<file path="src/hdl/spd_ram.sv">
// Generic single-write, single-read RAM with registered read data.
`timescale 1ns / 1ps

module spd_ram #(
    parameter int WIDTH = 8,
    parameter int DEPTH = 16
) (
    input  logic                     clk,
    input  logic                     we,
    input  logic [$clog2(DEPTH)-1:0] waddr,
    input  logic [WIDTH-1:0]         wdata,
    input  logic [$clog2(DEPTH)-1:0] raddr,
    output logic [WIDTH-1:0]         rdata
);

    logic [WIDTH-1:0] mem [DEPTH];

    always_ff @(posedge clk)
    begin
        if (we)
            mem[waddr] <= wdata;
        rdata <= mem[raddr];
    end

endmodule

</file>
<file path="config.mk">
export PLATFORM = sky130hd
export DESIGN_NAME = spd_ram
export DESIGN_NICKNAME = d
export VERILOG_FILES = /design/src/hdl/spd_ram.sv
export SDC_FILE = /design/constraint.sdc
export NUM_CORES = 1
export LEC_CHECK = 0
export BUFFER_PORTS_ARGS = -buffer_cell sky130_fd_sc_hd__buf_2
export CORE_ASPECT_RATIO = 0.7
export CORE_MARGIN = 1
export CORE_UTILIZATION = 54
export DETAILED_ROUTE_END_ITERATION = 8
export PLACE_DENSITY = 0.74
export SLEW_MARGIN = 20
export SYNTH_ARGS = -nofsm -noshare
export SYNTH_HDL_FRONTEND = slang
export SYNTH_SLANG_ARGS = --single-unit
</file>
<file path="constraint.sdc">
create_clock -name clk -period 1.7 [get_ports clk]
set_clock_uncertainty 0.05 [all_clocks]
set_input_delay 0 -clock clk [delete_from_list [all_inputs] [get_ports clk]]
set_output_delay 0 -clock clk [all_outputs]
set_load 0.02 [all_outputs]
</file>
After elaboration in Yosys (flattened, before gate mapping):

Memory sizes are Yosys's and may differ from the RTL's. A register that Yosys moved wholly into a read port is not among the register bits.
Index checks and enable logic that the tools add are counted.

* input bits: 18
* memories kept: 1
* bits in writable memories: 128
* logic and storage cells: 3
* output and inout bits: 8
* register bits after elaboration: 0

Memory list
* mem: depth 16, bits a word 8, rd ports 1, clocked after memory_dff 1, wr ports 1, RTL line 16 `logic [WIDTH-1:0] mem [DEPTH];`

* mux-type cells: 2

Operators by type and width (count)
* 1-bit two-way mux: 2

Longest topological paths before layout:

* depth in word-level cells: 2
* gate-level depth with buffers: 5
* depth with buffers taken out: 3

Least setup slack after synthesis:

Ideal clock, no wire load.

* path kind: input -> register
* from: input waddr[2]
* to: memory mem[0][0] (enable)
* path buffers: 0
* data arrival time: 1.110 ns
* required time: 1.267 ns
* slack: 0.157 ns
* stages: 2
* path through: or3b_2 > nor3_1

RTL lines
* from (decl): RTL line 10 `input logic [$clog2(DEPTH)-1:0] waddr,`
* to (decl): RTL line 16

Straight into the memory's write port.

==> flow_metrics.env <==
export IMPL_outcome="complete, no violations"
export IMPL_die_h_um=83.69
export IMPL_rsz0062_at_grt="false"
export IMPL_cts_buffers_inserted=17
export IMPL_die_area_um2=9933
export IMPL_yosys_warnings=0
export IMPL_grt_first_pass_wirelength_um=15210
export IMPL_synth_simple_area_share_pct=3.184
export IMPL_relSlewSlack_pct=64.47
export IMPL_grt_pass1_vias=2611
export IMPL_remaining_drc_errors=0
export IMPL_syn_nets=247
export IMPL_period_share_pct=85.65
export IMPL_synth_mux_area_share_pct=15.02
export IMPL_final_nets=311
export IMPL_cp_end_kind="flip-flop"
export IMPL_yosys_register_bits=136
export IMPL_setup_violations=0
export IMPL_clkTransAtPathRegs_ps=60
export IMPL_gp_congestion=0.7827
export IMPL_syn_area_um2=5147
export IMPL_drt_pass1_iter_count=4
export IMPL_final_util_pct=68.05
export IMPL_synth_compound_area_share_pct=2.333
export IMPL_wire_per_inst_um=23.16
export IMPL_cts_setup_buffers=0
export IMPL_syn_area_per_cell_um2=22.48
export IMPL_drv_slew=0
export IMPL_fin_crit_ps=1456
export IMPL_hpwl_um=6388
export IMPL_grt_max_degree=33
export IMPL_start_util_pct=56.29
export IMPL_routed_via_density=5.888
export IMPL_max_stage_delay_ps=530
export IMPL_max_cap_violations=0
export IMPL_synth_top_family_by_area="multiplexers"
export IMPL_clockBufferDepth=2
export IMPL_overflow=0
export IMPL_core_area_um2=9144
export IMPL_irDropWorstVdd_v=0.0007992
export IMPL_powerDensity_nw_per_um2=1270
export IMPL_synth_cells=229
export IMPL_floorplan_rows=29
export IMPL_yosys_area_top_type="edfxtp_1"
export IMPL_synth_xor_area_share_pct=0
export IMPL_required_ps=1930
export IMPL_die_x_um=118.7
export IMPL_worst_pin_slew_ps=531.1
export IMPL_port_buffers=25
export IMPL_hold_violations=0
export IMPL_cts_tree="done"
export IMPL_diodes=0
export IMPL_drt_wl_total_um=9959
export IMPL_drive_gt1_share_pct=30.72
export IMPL_track_usage_pct=22.37
export IMPL_synthToLayoutAreaGrowth_pct=20.88
export IMPL_antenna_found_initial=0
export IMPL_critPathArrivalTime_ps=1690
export IMPL_startpoint_type="flip-flop"
export IMPL_io_pins=26
export IMPL_p_leak_nw=2.141
export IMPL_synth_seq_area_share_pct=77.78
export IMPL_htreeDepth=4
export IMPL_drtAntennaViolNets=0
export IMPL_yosysUniqueCellTypes=19
export IMPL_drt_iter0_markers=323
export IMPL_synth_top_cell_area_share_pct=74.67
export IMPL_n_fill_cell=579
export IMPL_crit_type="flip-flop to flip-flop"
export IMPL_path_cells="mux4_1 > a22oi_1 > nand2_1"
export IMPL_clk_latency_ps=410
export IMPL_max_freq_mhz=686.8
export IMPL_fin_setup_tns_ps=0
export IMPL_ys_top_cells_by_area="edfxtp_1 75%, mux4_2 7.9%, mux4_1 7.1%"
export IMPL_synthAdderAreaFrac_pct=0
export IMPL_crit_path_max_fanout=1
export IMPL_clock_sinks=136
export IMPL_cts_root_buf="clkbuf_16"
export IMPL_hp_class="input pin to flip-flop"
export IMPL_critical_path_slowest_cell="mux4_1"
export IMPL_vias=2532
==> cell families after synthesis <==
group / count (synthesis)
DFF: 136
AOI/OAI and AO/OA: 16
muxes: 32
and+or+nand+nor: 35
buffers and inverters: 10
==> where the power goes <==
group / internal [W] / switching, W / total (W)
Combinational: 0.000168 / 0.000232 / 0.000400
Sequential: 0.00375 / 0.0000259 / 0.00378
Clock: 0.00244 / 0.00128 / 0.00372
Total: 0.00636 / 0.00154 / 0.00790
==> through the flow <==
step,std cells,cell area (µm²),power [W],setup WS (ps),hold slack (ps)
after detailed placement,390,5532,0.004230,97.01,375.6
final,430,6222,0.007901,244.0,82.75
after CTS,430,6222,0.007956,217.6,58.40
after global routing,430,6222,0.008112,178.6,94.19
after floorplan,229,5147,0.004052,157.1,48.87
after global placement,390,5532,0.004219,138.8,356.0
==> synthesized netlist by cell type <==
library cell,count
and2_1,1
or3b_2,1
nand2b_1,2
nand3b_1,2
clkdlybuf4s25_2,3
buf_4,1
nand3_1,1
dfxtp_1,8
edfxtp_1,128
nand2_1,9
buf_6,3
a22oi_1,16
mux4_2,18
nor3_1,4
mux4_1,14
buf_2,3
and2b_1,1
nor2_1,13
nor2b_1,1
==> area by class of cell <==
class                      instances  area, µm²  area share, %
clock buffer                      19      432.9          6.958
clock inverter                    13      177.7          2.855
multi-input combinational         83       1057          16.99
sequential                       136       4004          64.35
tap                              124      155.1          2.493
timing repair buffer              55      395.4          6.354
==> sequential cells by signal (all words and copies together), names as in the netlist <==
name and flops:
mem 128, rdata 8
==> per-layer routing <==
layer	GRT usage, %	vias to the layer above	routed length [µm]
met5	0	-	0
met4	7.940	0	113
met3	6.489	14	696
met2	32.38	106	4556
met1	32.90	1309	4592
li1	-	1103	-
==> worst max-delay path, delay by kind of cell, from the launching register on <==
family,cells,cell delay [ps]
AOI/OAI and AO/OA,1,270
DFF,1,380
muxes,1,530
and+or+nand+nor,1,100
==> placed cells by master (no fill, tap or decap), drive strengths merged <==
master	netlist	routed
a22oi	16	16
and2	1	1
and2b	1	1
buf	7	47
bufinv	0	4
clkbuf	0	19
clkinv	0	5
clkinvlp	0	3
dfxtp	8	8
dlygate4sd3	0	8
edfxtp	128	128
inv	0	1
mux4	32	32
nand2	9	9
nand2b	2	2
nand3	1	1
nand3b	2	2
nor2	13	13
nor2b	1	1
nor3	4	4
or3b	1	1
==> final timing paths <==
| path | cells past startpoint | startpoint | endpoint | slack [ps] |
|---|---|---|---|---|
| min reg2reg | 3 | mem[13][1] | rdata[1] | 640 |
| max reg2reg | 3 | mem[2][5] | rdata[5] | 240 |
| max | 3 | mem[2][5] | rdata[5] | 240 |
| min | 3 | waddr[3] | mem[2][6] | 80 |
==> repair_timing <==
item	4_1_cts	5_1_grt
gates resized for setup	0	0
hold endpoints to repair	128	0
hold buffers	8	0
Note: power is estimated with default switching activity, not from simulation.
